$ cat config.mk
export PLATFORM = sky130hd
export DESIGN_NAME = dvps_merge
export DESIGN_NICKNAME = d
export VERILOG_FILES = /design/src/rtl/core/dvps_pkg.sv /design/src/rtl/core/dvps_merge.sv
export SDC_FILE = /design/constraint.sdc
export NUM_CORES = 1
export LEC_CHECK = 0
export BUFFER_PORTS_ARGS = -buffer_cell sky130_fd_sc_hd__buf_2
export CAP_MARGIN = 0
export CORE_ASPECT_RATIO = 0.9
export CORE_MARGIN = 4
export CORE_UTILIZATION = 30
export CTS_CLUSTER_SIZE = 28
export DETAILED_ROUTE_END_ITERATION = 7
export HOLD_SLACK_MARGIN = 0.06
export SLEW_MARGIN = 10
export SYNTH_ARGS = -nofsm -noshare
export SYNTH_HDL_FRONTEND = slang
export SYNTH_SLANG_ARGS = --single-unit
export TNS_END_PERCENT = 10
$ cat constraint.sdc
create_clock -name clk -period 5.85 [get_ports clk]
set_clock_uncertainty 0.15 [all_clocks]
set_input_delay 1.755 -clock clk [delete_from_list [all_inputs] [get_ports clk]]
set_output_delay 1.755 -clock clk [all_outputs]
set_load 0.01 [all_outputs]
$ cat src/rtl/core/dvps_pkg.sv
`default_nettype none

package dvps_pkg;

    localparam int FRAC_BITS   = 16;
    localparam int DAMP_BITS   = 15;
    localparam int DT_BITS     = 16;
    localparam int TERM_SHIFT  = 2 * DT_BITS + 1;
    localparam int DATA_W      = 32;
    localparam int PROD_W      = 2 * DATA_W + 1;
    localparam int DAMPED_W    = DATA_W + 1 + DAMP_BITS + 2;
    localparam int SUM_W       = PROD_W + 2;
    localparam int NUM_AXES    = 3;
    localparam int AXIS_Y      = 1;
    localparam int ACTION_W    = 3;
    localparam int CFG_INDEX_W = 2;

    localparam longint GRAV_MAG = ((longint'(98) << FRAC_BITS) + 5) / 10;

    localparam logic signed [SUM_W-1:0] SAT_HI = SUM_W'(64'sh0000_0000_7FFF_FFFF);
    localparam logic signed [SUM_W-1:0] SAT_LO = SUM_W'(-64'sh0000_0000_8000_0000);

    localparam logic [ACTION_W-1:0] ACT_PLACE = 3'd0;
    localparam logic [ACTION_W-1:0] ACT_FORCE = 3'd1;
    localparam logic [ACTION_W-1:0] ACT_STEP  = 3'd2;
    localparam logic [ACTION_W-1:0] ACT_PIN   = 3'd3;
    localparam logic [ACTION_W-1:0] ACT_UNPIN = 3'd4;

    localparam logic [CFG_INDEX_W-1:0] CFG_INV_MASS = 2'd0;
    localparam logic [CFG_INDEX_W-1:0] CFG_DAMPING  = 2'd1;

    localparam logic [31:0] INV_MASS_RESET = 32'd65536;
    localparam logic [15:0] DAMPING_RESET  = 16'd32440;

    typedef enum logic [1:0] {
        LOP_NONE,
        LOP_PLACE,
        LOP_FORCE,
        LOP_STEP
    } lane_op_t;

    typedef struct packed {
        lane_op_t op;
        logic     start;
        logic     mul;
        logic     commit;
    } lane_ctrl_t;

    function automatic logic signed [DATA_W-1:0] sat32(input logic signed [SUM_W-1:0] v);
        logic signed [DATA_W-1:0] r;
        if (v > SAT_HI)
            r = SAT_HI[DATA_W-1:0];
        else if (v < SAT_LO)
            r = SAT_LO[DATA_W-1:0];
        else
            r = v[DATA_W-1:0];
        return r;
    endfunction

endpackage

`default_nettype wire

$ cat src/rtl/core/dvps_merge.sv
`default_nettype none

module dvps_merge
    import dvps_pkg::*;
(
    input  wire logic                     clk,
    input  wire logic                     rst_n,
    input  wire logic                     load,
    input  wire logic signed [DATA_W-1:0] lane_pos [NUM_AXES],
    input  wire logic                     pin,
    input  wire logic                     out_stall,
    output logic                          free,
    output logic                          out_valid,
    output logic signed      [DATA_W-1:0] pos_x,
    output logic signed      [DATA_W-1:0] pos_y,
    output logic signed      [DATA_W-1:0] pos_z,
    output logic                          pinned
);

    logic                     valid_reg;
    logic signed [DATA_W-1:0] pos_reg [NUM_AXES];
    logic                     pin_reg;

    assign free      = !valid_reg || !out_stall;
    assign out_valid = valid_reg;
    assign pos_x     = pos_reg[0];
    assign pos_y     = pos_reg[1];
    assign pos_z     = pos_reg[2];
    assign pinned    = pin_reg;

    always_ff @(posedge clk or negedge rst_n)
    begin
        if (!rst_n)
            valid_reg <= 1'b0;
        else if (load && free)
            valid_reg <= 1'b1;
        else if (!out_stall)
            valid_reg <= 1'b0;
    end

    always_ff @(posedge clk)
    begin
        if (load && free)
        begin
            pos_reg <= lane_pos;
            pin_reg <= pin;
        end
    end

endmodule

`default_nettype wire

# Word-level counts from Yosys, hierarchy flattened
# Cells that the tools add are included.
# totals
reg_bits	98
wordCells	12
inputBits	101
out_inout_bits	99
# classes
n_mux	2
n_reduce_logical	4
eq_ne	1
# op_table
operator	n
1-bit logical NOT	2
1-bit 2-to-1 mux	2
2-bit by 1-bit != test with 1-bit output, second input constant	1
1-bit logical AND	1
1-bit logical OR	1

# Depth between registers and ports, before layout
# Gate-level depths: netlist of run 1.
# logic_depth
word_depth	4
ltp_mapped	1
ltp_nobuf	1

# Least setup slack after synthesis of run 1
# Ideal clock, no wire load.
# synth_timing
path_type	input -> register
from	in out_stall
to	reg pin_reg, in the netlist pinned, enable pin
path_stages	1
n_path_buf	0
setup_time_ns	0.488
slack_ns	0.698
arrival_time_ns	4.513
t_required_ns	5.212
cell_sequence	a21boi_2
# synth_via
elab_chain_cells	3
# synth_rtl
element	line_no	text
from (decl)	dvps_merge.sv:11	input wire logic out_stall,
1-bit logical NOT	-	
1-bit logical OR	dvps_merge.sv:24	assign free = !valid_reg || !out_stall;
1-bit logical AND	dvps_merge.sv:43	if (load && free)
to (signal assigned)	dvps_merge.sv:46	pin_reg <= pin;
to (decl)	dvps_merge.sv:22	logic pin_reg;
# No other way between the ends.
# A chain may end at the register's enable or synchronous reset.

# Worst setup path after layout of run 1
# layout_timing
from	in out_stall
to	out free
# layout_via
elab_chain_cells	2
# layout_rtl
element	line_no	text
1-bit logical NOT	-	
1-bit logical OR	dvps_merge.sv:24	
to (decl)	dvps_merge.sv:12	output logic free,
# No other way between the ends.

==> results of run 1 <==
[power breakdown]
| group | internal, µW | total (µW) | leakage [µW] | switching (µW) |
|---|---|---|---|---|
| clock | 165 | 402 | 0.0000942 | 237 |
| sequential | 818 | 826 | 0.000935 | 8.58 |
| combinational | 48.7 | 109 | 0.000808 | 60.7 |
[kinds of logic after synthesis]
logic type / share of synthesized area [%]
AOI/OAI and AO/OA: 0.634
and+or+nand+nor: 0.127
DFF: 99.2
[flip-flops by register name (all words and copies together) (netlist names)]
signal and flops:
out_valid 1, pos_y 32, pos_x 32, pos_z 32, pinned 1
[per-layer routing]
layer / vias to the layer above / GRT usage [%] / share of wire [%]
li1: 832 / - / -
met1: 775 / 11.9 / 32
met2: 109 / 19.5 / 51
met3: 9 / 8.23 / 15
met4: 2 / 3.88 / 1.2
met5: - / 0 / 0.19
[stage by stage]
| stage | cell area [µm²] | total power (µW) |
|---|---|---|
| after floorplan | 2960 | 881 |
| after global placement | 4140 | 952 |
| after detailed placement | 4140 | 955 |
| after CTS | 4320 | 1360 |
| after global routing | 4320 | 1410 |
| final | 4320 | 1340 |
[how the worst min path moves through the flow]
stage,startpoint,to,slack [ns]
4_1_cts,out_valid,out_valid,0.50
6_report,out_valid,out_valid,0.50
3_3_place_gp,out_valid,out_valid,0.43
5_1_grt,out_valid,out_valid,0.53
2_1_floorplan,out_valid,out_valid,0.43
3_5_place_dp,out_valid,out_valid,0.47
[layout by cell type (no fill, tap or decap)]
master,count
buf_2,199
nand2_1,1
dfrtp_1,1
clkbuf_1,1
a21boi_4,1
clkinv_4,1
clkbuf_8,9
inv_8,1
buf_4,2
edfxtp_1,97
a21o_1,1
inv_6,4
[layout make-up]
| type | count | share of cell area, % |
|---|---|---|
| repair buffers | 201 | 23.4 |
| clock buffers | 10 | 2.95 |
| clock inverters | 6 | 1.27 |
| flip-flops and latches | 98 | 68.0 |
| well taps | 126 | 3.65 |
| multi-input cells | 3 | 0.695 |
==> reports/qor.yml, run 1 <==
status:
  status: "finished clean"
setup_path:
  reg2reg_to: "pos_x[0]"
  cp_common_cell: "buf_2"
  crit_path_max_fanout: 3
  cp.depth: 3
  slowest_delay_ns: 0.14
  endpoint: "free"
  crit_chain: "buf_2 -> nand2_1 -> buf_2"
  slowest_stage: "buf_2"
  rrSetupSlack_ns: 4.07
  critPathRequiredTime_ns: 3.94
  endpoint_kind: "output port"
  crit_family: "buffers and inverters"
  start_kind: "primary input"
  cp.buffers_inverters: 2
  critPathLaunch: "out_stall"
  r2r-start: "out_valid"
  worstSetupPathType: "primary input to output port"
  reg2regPathDepth: 2
  cp.arrival_ns: 2.08
floorplan:
  design.die.area_um2: 11500
  io_pins: 200
  num_rows: 34
  initial_core_util_pct: 30.7
  die_w_um: 113
  dieHeight_um: 102
  core-area_um2: 9660
flow_run:
  maxCapViolCount: 0
global_routing:
  antenna_found_initial: 1
  grt_max_degree: 57
  grt_first_pass_wirelength_um: 9980
  overflow: 0
  track_usage_pct: 11.8
  first_global_vias: 1870
clock_tree:
  worstSkewPairLatency_ns: 0.35
  cts_resized: 0
  numCtsBuffers: 9
  clock-root-buffer: "clkbuf_8"
  cts.sinks: 98
  h-tree-depth: 3
  cts_tree: "done"
  postCtsSetupBuffers: 0
  cts_hold_buf: 0
  clkTransAtPathRegs_ns: 0.10
  clk_path_buf_depth: 2
layout:
  num-nets-final: 414
  final.fill_count: 852
  fin_util_pct: 44.7
  multi_input_area_um2: 30.0
  area_delta_synth_final_pct: 45.9
  finalNonFillerCells: 444
  drive_gt1_share_pct: 68.2
  n_antenna_cell: 0
  regArea_um2: 2940
power_and_ir_drop:
  leakagePower_uw: 0.00184
  powerDensity_nw_per_um2: 310
  ir_drop_mv: 0.162
synthesis:
  synth_area_leaders: "edfxtp_1, dfrtp_1, a21boi_2, a21o_1, nand2_1"
  synth.distinct_cells: 5
  post_synth.cell_area_avg_um2: 29.3
  ys_seq_elements: 98
  synth_top_cell_area_share_pct: 98.4
  synth.most_common_cell: "edfxtp_1"
  syn_inst: 101
  synth_nets: 202
  yosysTopAreaCell: "edfxtp_1"
  yosysWarningCount: 0
  synth_edf_count: 97
  netlist_area_um2: 2960
  async_flop_share_pct: 1.02
  synth_common_cells: "edfxtp_1, a21boi_2, a21o_1, dfrtp_1, nand2_1"
  synthFlopType: "edfxtp_1"
  ys_seq_area_share_pct: 99.2
detailed_routing:
  first_iter_violations: 27
  firstDrtPassIters: 3
  final_antenna_net_count: 0
  num_vias: 1727
  finalWirelength_um: 6950
  drt-vias-per-instance: 3.89
  route.detailed.drc: 0
  avgRoutedWirePerCell_um: 15.7
place:
  globalplace.congestion: 0.702
  dp_slack_ns: 1.87
  port_buffers: 199
  dp_cells: 428
min_path:
  whs_path_depth: 1
  min_path_type: "flip-flop to flip-flop"
sta:
  timing.fmax_mhz: 251
  finalCritPeriodShare_pct: 68.1
  rsz0062_at_grt: "no"
  setup_viol: 0
  slew_headroom_pct: 54.2
  tightest_slew_ns: 0.686
  drv_slew: 0
  hold_slack_ns: 0.497
  fin_tns_setup_ns: 0
  fin_crit_ns: 3.98
  finalHoldViolations: 0
  finalWorstSetupSlack_ns: 1.87
Note: power is estimated with default switching activity, not from simulation.
==> run 2, diff against run 1 <==
==> constraint.sdc (replaced) <==
create_clock -name clk -period 3.7 [get_ports clk]
set_clock_uncertainty 0.15 [all_clocks]
set_input_delay 1.11 -clock clk [delete_from_list [all_inputs] [get_ports clk]]
set_output_delay 1.11 -clock clk [all_outputs]
set_load 0.01 [all_outputs]
==> run 2 against run 1 <==
Global-route usage decreased by 0.30 points. Register-to-register slack lost 2.2 ns. Wire length fell by 3.2%. Clock-buffer cell count unchanged. Worst hold slack worse by 0.14 ns. Critical path depth unchanged. Die area stayed put. Sequential power is 59% higher. First-iteration DRC count rose by 96%. Sequential share of layout area about the same. Via count increased by 0.93%.
==> reports/qor.yml, run 2 (same netlist as run 1, synthesis figures left out) <==
setup_path:
  critPathRequiredTime_ns: 2.44  # -1.50 ns
  slowest_delay_ns: 0.14  # about the same
  rrSetupSlack_ns: 1.92  # -2.15 ns
  slowest_stage: "buf_2"
  crit_chain: "buf_2 -> nand2_1 -> buf_2"
  crit_family: "buffers and inverters"
  cp.arrival_ns: 1.42  # -0.66 ns
  reg2reg_to: "pos_z[12]"
  cp_common_cell: "buf_2"
  worstSetupPathType: "primary input to output port"
  start_kind: "primary input"
  reg2regPathDepth: 2  # unchanged
  r2r-start: "out_valid"
  endpoint_kind: "output port"
  cp.buffers_inverters: 2  # unchanged
  crit_path_max_fanout: 3  # unchanged
detailed_routing:
  num_vias: 1743  # +0.93%
  final_antenna_net_count: 0  # unchanged
  finalWirelength_um: 6730  # -3.2%
  drt-vias-per-instance: 3.93  # +0.93%
  avgRoutedWirePerCell_um: 15.2  # -3.2%
  first_iter_violations: 53  # +96%
  firstDrtPassIters: 3  # unchanged
  route.detailed.drc: 0  # unchanged
layout:
  n_antenna_cell: 0  # unchanged
  area_delta_synth_final_pct: 46.0  # about the same
  num-nets-final: 414  # unchanged
  finalNonFillerCells: 444  # unchanged
  drive_gt1_share_pct: 68.2  # unchanged
  fin_util_pct: 44.8  # about the same
  layout_commonest_cell: "buf_2"
  layout_common_cells: "buf_2, edfxtp_1, clkbuf_8"
power_and_ir_drop:
  leakagePower_uw: 0.00184  # about the same
  ir_drop_mv: 0.249  # +54%
  powerDensity_nw_per_um2: 491  # +58%
  total_power_uw: 2120  # +59%
global_routing:
  grt_first_pass_wirelength_um: 9830  # -1.5%
  first_global_vias: 1896  # +1.4%
  track_usage_pct: 11.5  # -0.30 points
  antenna_found_initial: 0  # -1
  grt_max_degree: 59  # +3.5%
  overflow: 0  # unchanged
sta:
  finalWorstSetupSlack_ns: 1.02  # -0.849 ns
  fin_crit_ns: 2.68
  slew_headroom_pct: 51.6  # -2.6 points
  rsz0062_at_grt: "no"
  finalHoldViolations: 0  # unchanged
  tightest_slew_ns: 0.725  # +0.0390 ns
  timing.fmax_mhz: 373
  fin_tns_setup_ns: 0  # unchanged
  drv_slew: 0  # unchanged
  finalCritPeriodShare_pct: 72.5
  setup_viol: 0  # unchanged
clock_tree:
  cts_resized: 0  # unchanged
  clkTransAtPathRegs_ns: 0.10  # about the same
  clk_path_buf_depth: 2  # unchanged
  cts_hold_buf: 0  # unchanged
  cts_tree: "done"
  worstSkewPairLatency_ns: 0.35  # about the same
  postCtsSetupBuffers: 0  # unchanged
  clock-root-buffer: "clkbuf_8"
  h-tree-depth: 3  # unchanged
  cts.sinks: 98  # unchanged
  numCtsBuffers: 9  # unchanged
place:
  dp_cells: 428  # unchanged
  hpwl_um: 5230
  dp_slack_ns: 1.02  # -0.855 ns
  port_buffers: 199  # unchanged
  globalplace.congestion: 0.682  # -2.9%
status:
  status: "finished clean"
floorplan:
  io_pins: 200  # unchanged
  initial_core_util_pct: 30.7  # unchanged
  num_rows: 34  # unchanged
  dieHeight_um: 102  # unchanged
  design.die.area_um2: 11500  # unchanged
  core-area_um2: 9660  # unchanged
  die_w_um: 113  # unchanged
min_path:
  min_path_type: "primary input to asynchronous set/reset pin"
flow_run:
  maxCapViolCount: 0  # unchanged
[run 2: layout make-up]
type                            instances  area (µm²)
Clock buffer                           10         128
Timing Repair Buffer                  201        1010
Multi-Input combinational cell          3        30.0
Clock inverter                          6        57.6
Fill cell                             857        5340
Sequential cell                        98        2940
Tap cell                              126         158
[run 2: worst max path at each step]
| stage | slack [ns] | depth (start not counted) | endpoint | start |
|---|---|---|---|---|
| floorplan | 0.32 | 1 | pinned | out_stall |
| global placement | 1.02 | 3 | free | out_stall |
| detailed placement | 1.02 | 3 | free | out_stall |
| CTS | 1.01 | 3 | free | out_stall |
| global route | 0.98 | 3 | free | out_stall |
| finish | 1.02 | 3 | free | out_stall |
[run 2: routing by layer]
layer / GRT usage (%) / wire length [µm]
met4: 5.18 / 112
met1: 11.6 / 2200
met3: 6.75 / 913
met5: 0 / 0
met2: 19.4 / 3510
[run 2: worst register-to-register path: cells and delay by family (launching register included)]
family / cells / cell delay [ns]
buffers and inverters: 1 / 0.59
AO/OA/AOI/OAI: 1 / 0.18
flip-flops: 1 / 0.45
[run 2: report_power, final]
group          leakage, µW  total [µW]  switching [µW]  internal, µW
registers         0.000935        1310            13.3          1290
clock network    0.0000957         642             379           263
logic             0.000808         173            95.9          77.0
[run 2: per-stage QoR]
stage / area [µm²] / hold WS (ns)
finish: 4320 / 0.360
detailed placement: 4140 / 0.441
global placement: 4140 / 0.420
floorplan: 2970 / 0.465
global route: 4320 / 0.320
CTS: 4320 / 0.328
==> run 3, diff against run 2 <==
==> constraint.sdc (replaced) <==
create_clock -name clk -period 2.65 [get_ports clk]
set_clock_uncertainty 0.15 [all_clocks]
set_input_delay 0.795 -clock clk [delete_from_list [all_inputs] [get_ports clk]]
set_output_delay 0.795 -clock clk [all_outputs]
set_load 0.01 [all_outputs]
==> run 3 against run 2 <==
Utilization rose by 0.36 points. Die area did not move. Register-to-register slack got worse by 0.80 ns.
==> reports/qor.yml, run 3 (same netlist as run 1, synthesis figures left out) <==
place:
  hpwl_um: 5250  # +0.27%
  globalplace.congestion: 0.686  # +0.56%
  dp_cells: 428  # unchanged
  port_buffers: 199  # unchanged
detailed_routing:
  drt-vias-per-instance: 4.01  # +2.1%
  first_iter_violations: 68  # +28%
  finalWirelength_um: 6730  # about the same
  firstDrtPassIters: 4  # +1
  final_antenna_net_count: 0  # unchanged
  route.detailed.drc: 0  # unchanged
  num_vias: 1783  # +2.3%
  avgRoutedWirePerCell_um: 15.1  # -0.25%
layout:
  area_delta_synth_final_pct: 47.2
  final.fill_count: 866  # +1.1%
  finalNonFillerCells: 445  # +0.23%
  n_antenna_cell: 0  # unchanged
  num-nets-final: 415  # +0.24%
  regArea_um2: 2940  # unchanged
  drive_gt1_share_pct: 68.0  # -0.21 points
  layout_common_cells: "buf_2, edfxtp_1, clkbuf_8"
  layout_commonest_cell: "buf_2"
  multi_input_area_um2: 30.0  # unchanged
clock_tree:
  h-tree-depth: 3  # unchanged
  clkTransAtPathRegs_ns: 0.10  # about the same
  cts.sinks: 98  # unchanged
  postCtsSetupBuffers: 0  # unchanged
  numCtsBuffers: 9  # unchanged
  worstSkewPairLatency_ns: 0.35  # about the same
  clock-root-buffer: "clkbuf_8"
  clk_path_buf_depth: 2  # unchanged
  cts_tree: "done"
floorplan:
  core-area_um2: 9660  # unchanged
  dieHeight_um: 102  # unchanged
  die_w_um: 113  # unchanged
  io_pins: 200  # unchanged
  design.die.area_um2: 11500  # unchanged
  initial_core_util_pct: 30.7  # unchanged
  num_rows: 34  # unchanged
setup_path:
  endpoint_kind: "output port"
  r2r-start: "out_valid"
  start_kind: "primary input"
  critPathLaunch: "out_stall"
  cp.arrival_ns: 1.11  # -0.31 ns
  cp_common_cell: "buf_2"
  worstSetupPathType: "primary input to output port"
  crit_path_max_fanout: 3  # unchanged
  crit_family: "buffers and inverters"
  rrSetupSlack_ns: 1.12  # -0.80 ns
  slowest_stage: "buf_2"
  cp.buffers_inverters: 2  # unchanged
  crit_chain: "buf_2 -> nand2_1 -> buf_2"
  slowest_delay_ns: 0.13  # about the same
  critPathRequiredTime_ns: 1.71  # -0.73 ns
sta:
  rsz0062_at_grt: "no"
  finalCritPeriodShare_pct: 77.6
  timing.fmax_mhz: 487
  slew_headroom_pct: 82.1  # +30 points
  setup_viol: 0  # unchanged
  drv_slew: 0  # unchanged
  finalHoldViolations: 0  # unchanged
  tightest_slew_ns: 0.268  # -0.458 ns
  fin_crit_ns: 2.06
power_and_ir_drop:
  powerDensity_nw_per_um2: 680  # +39%
  ir_drop_mv: 0.316  # +27%
  leakagePower_uw: 0.00184  # +0.28%
  total_power_uw: 2960  # +40%
global_routing:
  track_usage_pct: 11.5  # +0.017 points
  grt_max_degree: 53  # -10%
  overflow: 0  # unchanged
  first_global_vias: 1904  # +0.42%
  antenna_found_initial: 0  # unchanged
  grt_first_pass_wirelength_um: 9890  # +0.63%
status:
  status: "finished clean"
min_path:
  min_path_type: "primary input to flip-flop"
  hold_start: "lane_pos[18]"
flow_run:
  maxCapViolCount: 0  # unchanged
## run 3: changes by cell type in the layout (fill, tap and decap cells not counted), sizes merged
cell	change
dlygate4sd3	+1
clkinvlp	+2
clkbuf	-1
clkinv	+1
inv	-2
## run 3: per-stage QoR
stage | setup TNS (ns) | cell area (µm²) | setup WS, ns | util [%] | hold WS [ns]
floorplan | -35.11 | 2970 | -0.362 | - | 0.349
CTS | 0 | 4360 | 0.596 | 45.1 | 0.428
global placement | 0 | 4160 | 0.599 | 43.1 | 0.416
detailed placement | 0 | 4160 | 0.598 | 43.1 | 0.426
finish | 0 | 4360 | 0.595 | 45.1 | 0.458
global route | 0 | 4360 | 0.565 | 45.1 | 0.425
## run 3: repair_timing
item,CTS,global route
endpoints found under the hold margin,1,0
setup endpoints to repair,0,0
resized for setup,0,0
hold buffers,1,0
## run 3: area by class of cell
| cell class | count | area share, % |
|---|---|---|
| Clock buffer | 9 | 2.84 |
| Clock inverter | 7 | 1.41 |
| Multi-Input combinational cell | 3 | 0.689 |
| Sequential cell | 98 | 67.4 |
| Tap cell | 126 | 3.62 |
| Timing Repair Buffer | 202 | 24.0 |
## run 3: report_power, final
group	internal, µW	total, µW	switching, µW
logic	114	248	134
clock network	359	892	533
registers	1800	1820	19.4
total	2280	2960	686
## run 3: final timing paths
| path | end | cells after the start |
|---|---|---|
| setup / recovery | free | 3 |
| hold / removal | pos_z[18] | 1 |
| setup reg to reg | pos_y[12] | 2 |
| hold reg to reg | out_valid | 1 |
| max in group asynchronous | out_valid | 2 |
| min in group asynchronous | out_valid | 2 |
## run 3: per-layer routing
layer  part of all wire (%)  vias to the layer above  GRT usage [%]
li1                       -                      834              -
met1                     32                      826           12.1
met2                     51                      115           18.8
met3                     15                        8           7.05
met4                    1.2                        0           4.71
met5                      0                        -              0
